### config.mk
export PLATFORM = sky130hd
export DESIGN_NAME = int64_divider
export DESIGN_NICKNAME = d
export VERILOG_FILES = /design/src/rtl/idiv_pkg.sv /design/src/rtl/idiv_core.sv /design/src/rtl/int64_divider.sv
export SDC_FILE = /design/constraint.sdc
export NUM_CORES = 1
export LEC_CHECK = 0
export CAP_MARGIN = 20
export CORE_ASPECT_RATIO = 0.5
export CORE_UTILIZATION = 30
export DETAILED_ROUTE_END_ITERATION = 16
export DONT_BUFFER_PORTS = 1
export SETUP_SLACK_MARGIN = 0.15
export SYNTH_ARGS = -nofsm -noshare
export SYNTH_HDL_FRONTEND = slang
export SYNTH_SLANG_ARGS = --single-unit
export TNS_END_PERCENT = 5
### constraint.sdc
create_clock -name i_clk -period 21.9 [get_ports i_clk]
set_input_delay 4.38 -clock i_clk [delete_from_list [all_inputs] [get_ports i_clk]]
set_output_delay 4.38 -clock i_clk [all_outputs]
set_load 0.02 [all_outputs]
### src/rtl/idiv_pkg.sv
// idiv_pkg: shared types and codes for the 64-bit integer divider
// no dependencies; imported by int64_divider
package idiv_pkg;

    localparam int DATA_W = 64;

    // division mode
    localparam logic ACT_UNSIGNED = 1'b0;
    localparam logic ACT_SIGNED   = 1'b1;

    // result status
    localparam logic ST_OK       = 1'b0;
    localparam logic ST_DIV_ZERO = 1'b1;

    typedef struct packed {
        logic              action;
        logic [DATA_W-1:0] dividend;
        logic [DATA_W-1:0] divisor;
    } t_div_req;

    typedef struct packed {
        logic [DATA_W-1:0] quotient;
        logic [DATA_W-1:0] remainder;
        logic              status;
    } t_div_rsp;

endpackage

### src/rtl/idiv_core.sv
// idiv_core: radix-2 restoring divide unit, one quotient bit per cycle
// depends on nothing outside this file; instantiated by int64_divider
module idiv_core #(
    parameter int WIDTH = 64
) (
    input  logic             i_clk,
    input  logic             i_rst_n,
    input  logic             i_start,
    input  logic [WIDTH-1:0] i_num,
    input  logic [WIDTH-1:0] i_den,
    output logic             o_done,
    output logic [WIDTH-1:0] o_quo,
    output logic [WIDTH-1:0] o_rem
);

    localparam int CNT_W = $clog2(WIDTH);

    logic             r_busy;
    logic             r_done;
    logic [CNT_W-1:0] r_cnt;
    logic [WIDTH-1:0] r_rem;
    logic [WIDTH-1:0] r_quo;
    logic [WIDTH-1:0] r_den;

    logic [WIDTH-1:0] w_shift;
    logic [WIDTH+1:0] w_diff;
    logic             w_take;

    // shift in the next dividend bit, trial subtract with a spare sign bit
    always_comb begin
        w_shift = {r_rem[WIDTH-2:0], r_quo[WIDTH-1]};
        w_diff  = {1'b0, r_rem[WIDTH-1], w_shift} - {2'b00, r_den};
        w_take  = ~w_diff[WIDTH+1];
    end

    always_ff @(posedge i_clk) begin
        if (!i_rst_n) begin
            r_busy <= 1'b0;
            r_done <= 1'b0;
            r_cnt  <= '0;
        end else begin
            r_done <= 1'b0;
            if (i_start) begin
                r_busy <= 1'b1;
                r_cnt  <= CNT_W'(WIDTH - 1);
            end else if (r_busy) begin
                r_cnt <= r_cnt - 1'b1;
                if (r_cnt == '0) begin
                    r_busy <= 1'b0;
                    r_done <= 1'b1;
                end
            end
        end
    end

    // datapath, no reset needed
    always_ff @(posedge i_clk) begin
        if (i_start) begin
            r_rem <= '0;
            r_quo <= i_num;
            r_den <= i_den;
        end else if (r_busy) begin
            r_rem <= w_take ? w_diff[WIDTH-1:0] : w_shift;
            r_quo <= {r_quo[WIDTH-2:0], w_take};
        end
    end

    assign o_done = r_done;
    assign o_quo  = r_quo;
    assign o_rem  = r_rem;

endmodule

### src/rtl/int64_divider.sv
// int64_divider: signed/unsigned integer divider, quotient and remainder together
// depends on idiv_pkg (types, codes) and idiv_core (shared restoring unit)
//
//  channel   | ports                          | beat marked by
//  ----------+--------------------------------+-------------------------------
//  request   | i_req (action/dividend/divisor)| start high while busy low
//  result    | o_rsp (quotient/remainder/stat)| o_valid high for one cycle
//
// nonzero divisor: after the accept the sequencer passes through S_PREP (take magnitudes
// and start the core), S_RUN (core divides, one bit per cycle, until it finishes) and
// S_POST (sign fixup), then raises the strobe; zero divisor: S_PREP raises it directly
// busy is high from the accept until the result is registered and is already low
// in the strobe cycle, so the next beat can be taken at the edge that ends it
// reset (synchronous, active low) returns the sequencer to idle and drops strobes
// the receiver cannot stall: o_valid is a single-cycle strobe
module int64_divider #(
    parameter int WIDTH = 64
) (
    input  logic              i_clk,
    input  logic              i_rst_n,
    input  logic              start,
    input  idiv_pkg::t_div_req i_req,
    output logic              busy,
    output logic              o_valid,
    output idiv_pkg::t_div_rsp o_rsp
);

    import idiv_pkg::*;

    typedef enum logic [1:0] {
        S_IDLE,
        S_PREP,
        S_RUN,
        S_POST
    } t_state;

    t_state           r_state;
    logic             r_valid;
    t_div_rsp         r_rsp;

    // operand and sign registers
    logic [WIDTH-1:0] r_n;
    logic [WIDTH-1:0] r_d;
    logic             r_signed;
    logic             r_nneg;
    logic             r_dneg;

    // core handshake
    logic             w_core_start;
    logic             w_core_done;
    logic [WIDTH-1:0] w_core_quo;
    logic [WIDTH-1:0] w_core_rem;

    // magnitudes fed to the core
    logic             w_nneg;
    logic             w_dneg;
    logic [WIDTH-1:0] w_na;
    logic [WIDTH-1:0] w_da;
    logic             w_dzero;

    always_comb begin
        w_nneg       = (r_signed == ACT_SIGNED) && r_n[WIDTH-1];
        w_dneg       = (r_signed == ACT_SIGNED) && r_d[WIDTH-1];
        w_na         = w_nneg ? (WIDTH'(0) - r_n) : r_n;
        w_da         = w_dneg ? (WIDTH'(0) - r_d) : r_d;
        w_dzero      = (r_d == '0);
        w_core_start = (r_state == S_PREP) && !w_dzero;
    end

    idiv_core #(
        .WIDTH (WIDTH)
    ) u_core (
        .i_clk   (i_clk),
        .i_rst_n (i_rst_n),
        .i_start (w_core_start),
        .i_num   (w_na),
        .i_den   (w_da),
        .o_done  (w_core_done),
        .o_quo   (w_core_quo),
        .o_rem   (w_core_rem)
    );

    // sequencer with registered result
    always_ff @(posedge i_clk) begin
        if (!i_rst_n) begin
            r_state <= S_IDLE;
            r_valid <= 1'b0;
        end else begin
            r_valid <= 1'b0;
            unique case (r_state)
                S_IDLE: begin
                    if (start) begin
                        r_state <= S_PREP;
                    end
                end
                S_PREP: begin
                    // zero divisor skips the core entirely
                    if (w_dzero) begin
                        r_valid <= 1'b1;
                        r_state <= S_IDLE;
                    end else begin
                        r_state <= S_RUN;
                    end
                end
                S_RUN: begin
                    if (w_core_done) begin
                        r_state <= S_POST;
                    end
                end
                S_POST: begin
                    r_valid <= 1'b1;
                    r_state <= S_IDLE;
                end
                default: begin
                    r_state <= S_IDLE;
                end
            endcase
        end
    end

    // payload, no reset
    always_ff @(posedge i_clk) begin
        if (r_state == S_IDLE && start) begin
            r_signed <= i_req.action;
            r_n      <= i_req.dividend[WIDTH-1:0];
            r_d      <= i_req.divisor[WIDTH-1:0];
        end
        if (r_state == S_PREP) begin
            r_nneg <= w_nneg;
            r_dneg <= w_dneg;
            // divide-by-zero result: quotient zero, dividend handed back
            r_rsp.quotient  <= '0;
            r_rsp.remainder <= DATA_W'(r_n);
            r_rsp.status    <= ST_DIV_ZERO;
        end
        if (r_state == S_POST) begin
            // quotient negated on sign mismatch, remainder follows dividend
            r_rsp.quotient  <= DATA_W'((r_nneg != r_dneg) ? (WIDTH'(0) - w_core_quo)
                                                          : w_core_quo);
            r_rsp.remainder <= DATA_W'(r_nneg ? (WIDTH'(0) - w_core_rem) : w_core_rem);
            r_rsp.status    <= ST_OK;
        end
    end

    assign busy    = (r_state != S_IDLE);
    assign o_valid = r_valid;
    assign o_rsp   = r_rsp;

    // result strobe never lasts more than one cycle
    a_valid_pulse: assert property (@(posedge i_clk) disable iff (!i_rst_n)
        o_valid |=> !o_valid)
        else $error("result strobe held");

    // an accepted beat makes the block busy
    a_accept_busy: assert property (@(posedge i_clk) disable iff (!i_rst_n)
        (start && !busy) |=> busy)
        else $error("accept did not raise busy");

    // the core only finishes while the sequencer waits on it
    a_core_done_run: assert property (@(posedge i_clk) disable iff (!i_rst_n)
        w_core_done |-> (r_state == S_RUN))
        else $error("core finished outside run");

    // divide-by-zero results carry a zero quotient
    a_dz_quotient: assert property (@(posedge i_clk) disable iff (!i_rst_n)
        (o_valid && o_rsp.status == ST_DIV_ZERO) |-> (o_rsp.quotient == '0))
        else $error("nonzero quotient on zero divisor");

    // busy is already low whenever a result is delivered
    a_result_idle: assert property (@(posedge i_clk) disable iff (!i_rst_n)
        o_valid |-> !busy)
        else $error("result while still busy");

endmodule
# Word-level counts from Yosys, hierarchy flattened
# Index checks and enable logic that the tools add are counted.
totals:
  regBits: 463
op_classes:
  n_eq_ne: 6
  n_addsub: 6
  n_reduce_logical: 13
  muxes: 21
  bitwise: 3
ops:
  columns: ["cell", "n"]
  rows:
  - ["two-way mux 64 bit", 7]
  - ["two-way mux 129 bit", 2]
  - ["subtractor 1 x 64 -> 64 bit (first input constant)", 4]
  - ["subtractor 65 x 64 -> 66 bit", 1]
  - ["logical NOT 64 bit", 1]
  - ["two-way mux 6 bit", 2]
  - ["case mux 2 bit (4 select lines)", 1]
  - ["logical NOT 6 bit", 1]
  - ["two-way mux 2 bit", 3]
  - ["nonzero test 2 bit", 3]
  - ["subtractor 6 x 1 -> 6 bit (second input constant)", 1]
  - ["two-way mux 1 bit", 5]
  - ["== test 2 bit (second input constant)", 2]
  - ["logical AND 1 bit", 4]
  - ["inverter 1 bit", 3]
  - ["OR reduction 3 bit", 1]
  - ["== test 2 x 1 -> 1 bit (second input constant)", 1]
  - ["logical NOT 2 bit", 1]
  - ["inequality test 2 x 1 -> 1 bit (second input constant)", 1]
  - ["inequality test 2 bit (second input constant)", 1]
  - ["case mux 1 bit (2 select lines)", 1]
  - ["AND reduction 2 bit", 1]
  - ["logical NOT 1 bit", 1]
  - ["inequality test 1 bit", 1]

# Longest topological paths before layout
# Gate-level depths: netlist of the first run.
depth:
  word_depth: 4
  depth_mapped: 15

# Cells and area by module
# A second synthesis of the first run with hierarchy kept.
unflattened:
  hier_cells: 2744
  hier_area_um2: 27556.4
by_module_without_submodules:
  columns: ["mod", "area_per_inst_um2", "cells_each", "n_inst", "seq_area_each_um2"]
  rows:
  - ["int64_divider", 15785.1, 1558, 1, 7857.5]
  - ["idiv_core", 11771.3, 1186, 1, 5285.1]

# Worst setup path before layout of the first run
# No wires, ideal clock.
synth_timing:
  path_kind: "input-to-reg"
  startpoint: "input start"
  endpoint: "register r_d[0], enable pin"
  path_buffers: 0
  arrival_ns: 9.732
  setup_time_ns: 0.619
  slack_ns: 11.549
  required_ns: 21.281
  stages: 2
  path_cell_list: "inv_1 -> nor2_1"
synth_via:
  elab_chain_cells: 1
synth_rtl:
  columns: ["element", "line_no", "text"]
  rows:
  - ["start, declared", "int64_divider.sv:21", "input logic start,"]
  - ["logical AND 1 bit", "int64_divider.sv:123", "if (r_state == S_IDLE && start) begin"]
  - ["end signal, assigned", "int64_divider.sv:126", "r_d <= i_req.divisor[WIDTH-1:0];"]
  - ["end, declared", "int64_divider.sv:43", "logic [WIDTH-1:0] r_d;"]
# No other way between the ends.
# A chain may end at the register's enable or synchronous reset.

# Final worst setup path of the first run
layout_timing:
  startpoint: "register r_state[0]"
  endpoint: "output busy"
layout_via:
  elab_chain_cells: 1
layout_rtl:
  columns: ["element", "line_no", "text"]
  rows:
  - ["start, declared", "int64_divider.sv:37", "t_state r_state;"]
  - ["start signal, assigned", "int64_divider.sv:86", "r_state <= S_IDLE;"]
  - ["start signal, assigned", "int64_divider.sv:93", "r_state <= S_PREP;"]
  - ["start signal, assigned", "int64_divider.sv:100", "r_state <= S_IDLE;"]
  - ["nonzero test 2 bit", "int64_divider.sv:145", "assign busy = (r_state != S_IDLE);"]
  - ["end, declared", "int64_divider.sv:23", "output logic busy,"]
# No other way between the ends.

==> impl_metrics.csv, run 1 <==
group,metric,value,unit
status,status,"finished, final reports clean",
floorplan,num_rows,76,
logic_synthesis,synth-edff-count,387,
floorplan,initial_utilization,30.5,%
logic_synthesis,synth_cell_types,80,
logic_synthesis,synth_area_leaders,"edfxtp_1 44%, dfxtp_1 5.7%, xor2_1 5.6%, xnor2_1 4.3%, a21oi_1 4.0%",
power_and_ir_drop,ir_drop,0.0729,mV
clock_tree,max-clock-path-buffers,3,
routing,drtAntennaViolNets,0,
global_routing,grt_overflow,0,
critical_path,critPathCaptureType,"output port",
critical_path,critical_path.max_stage_delay,0.46,ns
global_routing,antenna_found_initial,21,
clock_tree,cts_made_buffers,48,
clock_tree,cts_tree,"built",
global_routing,grt_max_degree,103,
logic_synthesis,syn-cell-area,0.0265,sq mm
cells_and_area,post-route-util,33.6,%
clock_tree,clk_latency,0.62,ns
clock_tree,cts-resized-gates,0,
timing,setup_tns,0,ns
clock_tree,path_clk_slew,0.06,ns
global_routing,grt_pass1_vias,18100,
global_routing,grt_usage,16.2,%
critical_path,r2r_start,"r_d[2]",
logic_synthesis,synth-async-reset-ratio,0,%
placed_design,io_buffers,0,
clock_tree,cts_htree_levels,2,
cells_and_area,syn_to_final_growth,10.1,%
timing,rsz0062_at_grt,"false",
critical_path,crit_family,"flip-flops",
power_and_ir_drop,leakage,0.0108,uW
global_routing,grt_pass1_wl,112,mm
clock_tree,post_cts_buffers,0,
critical_path,cp.required,17.52,ns
logic_synthesis,ys_ff_latch,463,
power_and_ir_drop,p_per_area,107,mW/mm^2
timing,max_freq,170,MHz
routing,viasPerCell,5.14,
logic_synthesis,syn-num-nets,2822,
routing,drc,0,
worst_hold_path,hold_start,"u_core.o_done",
routing,wirelength,74.7,mm
routing,drtIter0Drc,1604,
logic_synthesis,ys.flop_type,"edfxtp_1",
floorplan,fp.dieArea,0.0896,sq mm
floorplan,top_level_ports,263,
critical_path,critPathLaunchType,"flip-flop",
timing,setup_violations,0,
logic_synthesis,syn_avg_cell_area,10.1,sq um
cells_and_area,layout-drive-gt1-share,6.60,%
critical_path,worst_ep_arrival_time,1.49,ns
critical_path,slowest_stage,"dfxtp_4",
logic_synthesis,synth_top_area_share,43.8,%
routing,drt_pass1_iterations,5,
timing,relSlewSlack,23.2,%
placed_design,dpl.hpwl,57.1,mm
placed_design,gp_congestion,0.916,
floorplan,die_y,212,um
critical_path,path_buf_inv,0,
timing,finClkSkew,0.0284,ns
flow_run,max-cap-violations,0,
logic_synthesis,netlist_instances,2619,
cells_and_area,fillCellCount,8684,
critical_path,cp_max_fo,34,
critical_path,crit_type,"flip-flop to output port",
critical_path,cp-startpoint,"r_state[0]",
clock_tree,hold_buffers,0,
cells_and_area,nets,2753,
clock_tree,cts.root.buffer_cell,"clkbuf_16",
routing,wire_per_inst,19.8,um
logic_synthesis,ys_warn_count,0,
floorplan,core-area,0.0868,sq mm
timing,period_share,26.8,%
routing,routed-via-count,19400,
timing,maxSlewViolCount,0,
timing,final_hold_viol_count,0,
floorplan,die_w,422,um
critical_path,path_cells,"or2_2",
timing,min_period,5.87,ns
logic_synthesis,yosysSeqAreaShare,49.6,%
logic_synthesis,yosysTopAreaCell,"edfxtp_1",
clock_tree,cts.sinks,463,
worst_hold_path,worst_hold_path_type,"flip-flop to flip-flop",
timing,worstMarginPinSlew,1.12,ns
[metrics by stage]
step                      cells  area (sq um)  setup slack, ns  total power, uW  hold WS [ns]
after detailed placement   3670         27600            16.24             2280         0.514
final                      3771         29200            16.03             3130         0.526
after global routing       3770         29200            15.98             3300         0.557
after CTS                  3760         29200            15.99             3120         0.525
after floorplan            2619         26500            11.55             2010         0.474
after global placement     3670         27600            16.26             2260         0.519
[area by class of cell]
class	instances	area, sq um	share of cell area (%)
tap	1170	1460	5.02
multi-input combinational	1904	12400	42.4
clock inverter	30	322	1.10
sequential	463	13200	45.1
antenna	11	27.5	0.0943
timing repair buffer	20	150	0.514
inverter	113	427	1.46
clock buffer	60	1280	4.37
[routing by layer]
layer / global-route usage, % / vias up / wire, um
li1: - / 9445 / -
met1: 22.1 / 9305 / 34100
met2: 25.8 / 511 / 34400
met3: 2.75 / 113 / 4120
met4: 5.56 / 14 / 1990
met5: 0 / - / 95
[layout by cell type, fill, tap and decap left out, drive strengths merged, types with 6 or more instances in the layout]
master,count
nand2,244
inv,116
o21a,13
or4,20
xor2,168
ha,70
nor2,226
a211oi,37
and3,16
o41ai,20
o31ai,44
a221o,6
a21o,30
o211a,41
a31oi,19
or3,42
o211ai,11
nand4,29
edfxtp,387
a21oi,210
and2,12
dfxtp,76
o31a,6
a21boi,8
nor2b,22
xnor2,131
or2,9
o21bai,11
diode,11
nand2b,22
buf,20
clkinv,20
clkbuf,60
nor4,33
nand3,29
nor3,67
o21ai,211
mux2i,41
[state kept, by name (all words and copies together) (netlist names), 6 cells and up, named ones only]
register,count
r_d,64
o_rsp,129
r_n,64
u_core.r_cnt,6
u_core.o_rem,64
u_core.o_quo,64
u_core.r_den,64
[cells by family after synthesis]
kind of cell / count (synthesis) / share of synthesized area, %
compound gates: 701 / 17.3
xor+xnor: 299 / 9.88
fa+ha+maj: 71 / 3.38
buf+inv: 252 / 3.88
flops: 463 / 49.6
mux: 43 / 1.63
simple gates: 790 / 14.4
[path summary, 6_finish.rpt]
kind | to | slack, ns | depth (start not counted)
worst max-delay path | busy | 16.03 | 1
worst min-delay path | r_state[0] | 0.53 | 2
worst max register to register | u_core.o_quo[5] | 16.67 | 10
worst min register to register | r_state[0] | 0.53 | 2
[Yosys cell counts (all sizes together) (11+ instances only)]
library cell,instances
a211oi,37
a21o,30
a21oi,210
a31oi,19
and2,12
and3,16
buf,29
clkbuf,110
dfxtp,76
edfxtp,387
ha,70
inv,113
mux2i,41
nand2,244
nand2b,22
nand3,29
nand4,29
nor2,226
nor2b,22
nor3,67
nor4,33
o211a,41
o211ai,11
o21a,13
o21ai,211
o21bai,11
o31ai,44
o41ai,20
or3,42
or4,20
xnor2,131
xor2,168
[worst register-to-register path, cell delays in order (launching register included)]
cell and delay (ns):
edfxtp_1 0.45, nor4_1 0.70, nand3_1 0.47, nor3_2 0.30
nand3_2 0.16, or4_4 0.58, nor4_4 0.32, or2b_4 0.60
buf_4 0.78, nand2_2 0.08, buf_4 0.38
[power by group]
| part | total [uW] | internal, uW | switching [uW] |
|---|---|---|---|
| clock | 845 | 477 | 368 |
| combinational | 1020 | 395 | 623 |
| sequential | 1260 | 1080 | 186 |
(Power assumes the default switching activity.)
==> run 2: changes to the inputs <==
clock period = 5.8 ns   (was 21.9 ns; I/O delays follow)
==> run 2 against run 1 <==
Largest power group unchanged. Highest routed layer unchanged. First-iteration DRC count fell by 19%. Utilization increased by 0.097 points. Critical endpoint is now u_core.r_den[62]. Setup slack worse by 15 ns. Global-route usage down 0.27 points. Clock-buffer cell count grew 3. Die area stayed put. Sequential cell count is the same.
==> impl_metrics.csv, run 2 (synthesis results as in run 1) <==
group,metric,value,unit
global_routing,grt_usage,15.9,%
timing,worstMarginPinSlew,1.06,ns
routing,viasPerCell,5.11,
global_routing,antenna_found_initial,17,
critical_path,crit_type,"flip-flop to flip-flop",
routing,wirelength,73.5,mm
cells_and_area,post-route-util,33.7,%
clock_tree,max-clock-path-buffers,3,
timing,rsz0062_at_grt,"false",
clock_tree,cts.root.buffer_cell,"clkbuf_16",
placed_design,dpl.hpwl,56.6,mm
routing,routed-via-count,19200,
timing,setup_violations,0,
cells_and_area,fillCellCount,8761,
global_routing,grt_pass1_vias,18100,
critical_path,cp_max_fo,106,
critical_path,critPathLaunchType,"flip-flop",
routing,drtAntennaViolNets,0,
global_routing,grt_max_degree,107,
floorplan,die_y,212,um
clock_tree,clk_latency,0.61,ns
floorplan,core-area,0.0868,sq mm
critical_path,cp.required,6.00,ns
cells_and_area,layout-drive-gt1-share,6.64,%
placed_design,dp_cells,3670,
flow_run,max-cap-violations,0,
timing,maxSlewViolCount,0,
routing,drt_pass1_iterations,5,
cells_and_area,stdcell_count,3765,
cells_and_area,final_cell_mix,"387 x edfxtp_1, 242 x nand2_1, 225 x nor2_1",
critical_path,worst_ep_arrival_time,4.69,ns
timing,min_period,4.49,ns
floorplan,top_level_ports,263,
routing,drtIter0Drc,1302,
timing,period_share,77.4,%
cells_and_area,largest_register_ffs,129,
power_and_ir_drop,leakage,0.0108,uW
timing,relSlewSlack,28.9,%
timing,setup_tns,0,ns
timing,final_hold_viol_count,0,
cells_and_area,syn_to_final_growth,10.4,%
clock_tree,path_clk_slew,0.07,ns
power_and_ir_drop,ir_drop,0.225,mV
routing,drc,0,
floorplan,die_w,422,um
clock_tree,hold_buffers,0,
global_routing,grt_pass1_wl,111,mm
clock_tree,post_cts_buffers,0,
clock_tree,cts.sinks,463,
timing,max_freq,223,MHz
placed_design,io_buffers,0,
routing,wire_per_inst,19.5,um
timing,holdWs,0.560,ns
clock_tree,cts_made_buffers,48,
cells_and_area,final_common_cell,"edfxtp_1",
timing,finClkSkew,0.0264,ns
placed_design,gp_congestion,0.924,
power_and_ir_drop,p_per_area,407,mW/mm^2
floorplan,fp.dieArea,0.0896,sq mm
clock_tree,cts-resized-gates,0,
floorplan,initial_utilization,30.5,%
floorplan,num_rows,76,
cells_and_area,nets,2753,
clock_tree,cts_tree,"built",
worst_hold_path,worst_hold_path_type,"flip-flop to flip-flop",
global_routing,grt_overflow,0,
status,status,"finished, final reports clean",
clock_tree,cts_htree_levels,2,
critical_path,critPathCaptureType,"flip-flop",
power_and_ir_drop,power,11900,uW
-- run 2: cell count changes in the layout (fill, tap and decap cells not counted), sizes merged --
cell / delta
clkbuf: +3
clkinv: -4
clkinvlp: -1
bufinv: +2
diode: -6
-- run 2: area by class of cell --
| cell class | instances | area [sq um] | area share [%] |
|---|---|---|---|
| timing repair buffer | 20 | 163 | 0.556 |
| clock inverter | 27 | 344 | 1.18 |
| inverter | 113 | 427 | 1.46 |
| tap | 1170 | 1460 | 5.00 |
| clock buffer | 63 | 1340 | 4.56 |
| sequential | 463 | 13200 | 44.9 |
| antenna | 5 | 12.5 | 0.0427 |
| multi-input combinational | 1904 | 12400 | 42.3 |
-- run 2: metal layers --
layer / track usage (%) / up-vias / share of wire, %
met5: 0 / - / 0.11
met4: 5.77 / 12 / 2.9
met1: 21.8 / 9193 / 46
met2: 25.4 / 499 / 46
li1: - / 9431 / -
met3: 2.48 / 112 / 5.1
-- run 2: critical path: stages (launching register included) --
cell	delay, ns
edfxtp_1	0.45
or3_1	0.44
or3_1	0.32
or3_4	0.37
nor3_2	0.22
nand3_2	0.16
or4_4	0.57
nor4_4	0.37
or2b_4	0.54
inv_4	0.17
buf_12	0.25
-- run 2: worst paths after layout --
path / startpoint / end / slack [ns] / depth (start not counted)
worst max-delay path: r_d[10] / u_core.r_den[62] / 1.31 / 10
worst min-delay path: r_d[0] / u_core.r_den[0] / 0.56 / 0
worst max register to register: r_d[10] / u_core.r_den[62] / 1.31 / 10
worst min register to register: r_d[0] / u_core.r_den[0] / 0.56 / 0
-- run 2: through the flow --
step / setup slack (ns) / instance area, sq um
after floorplan: 0.823 / 26500
after global placement: 1.38 / 27600
after detailed placement: 1.36 / 27600
after CTS: 1.35 / 29300
after global routing: 1.02 / 29300
final: 1.31 / 29300
-- run 2: power breakdown --
group	switching [uW]	internal, uW	total (uW)
clock network	1350	1950	3300
registers	724	4070	4790
logic	2330	1490	3820
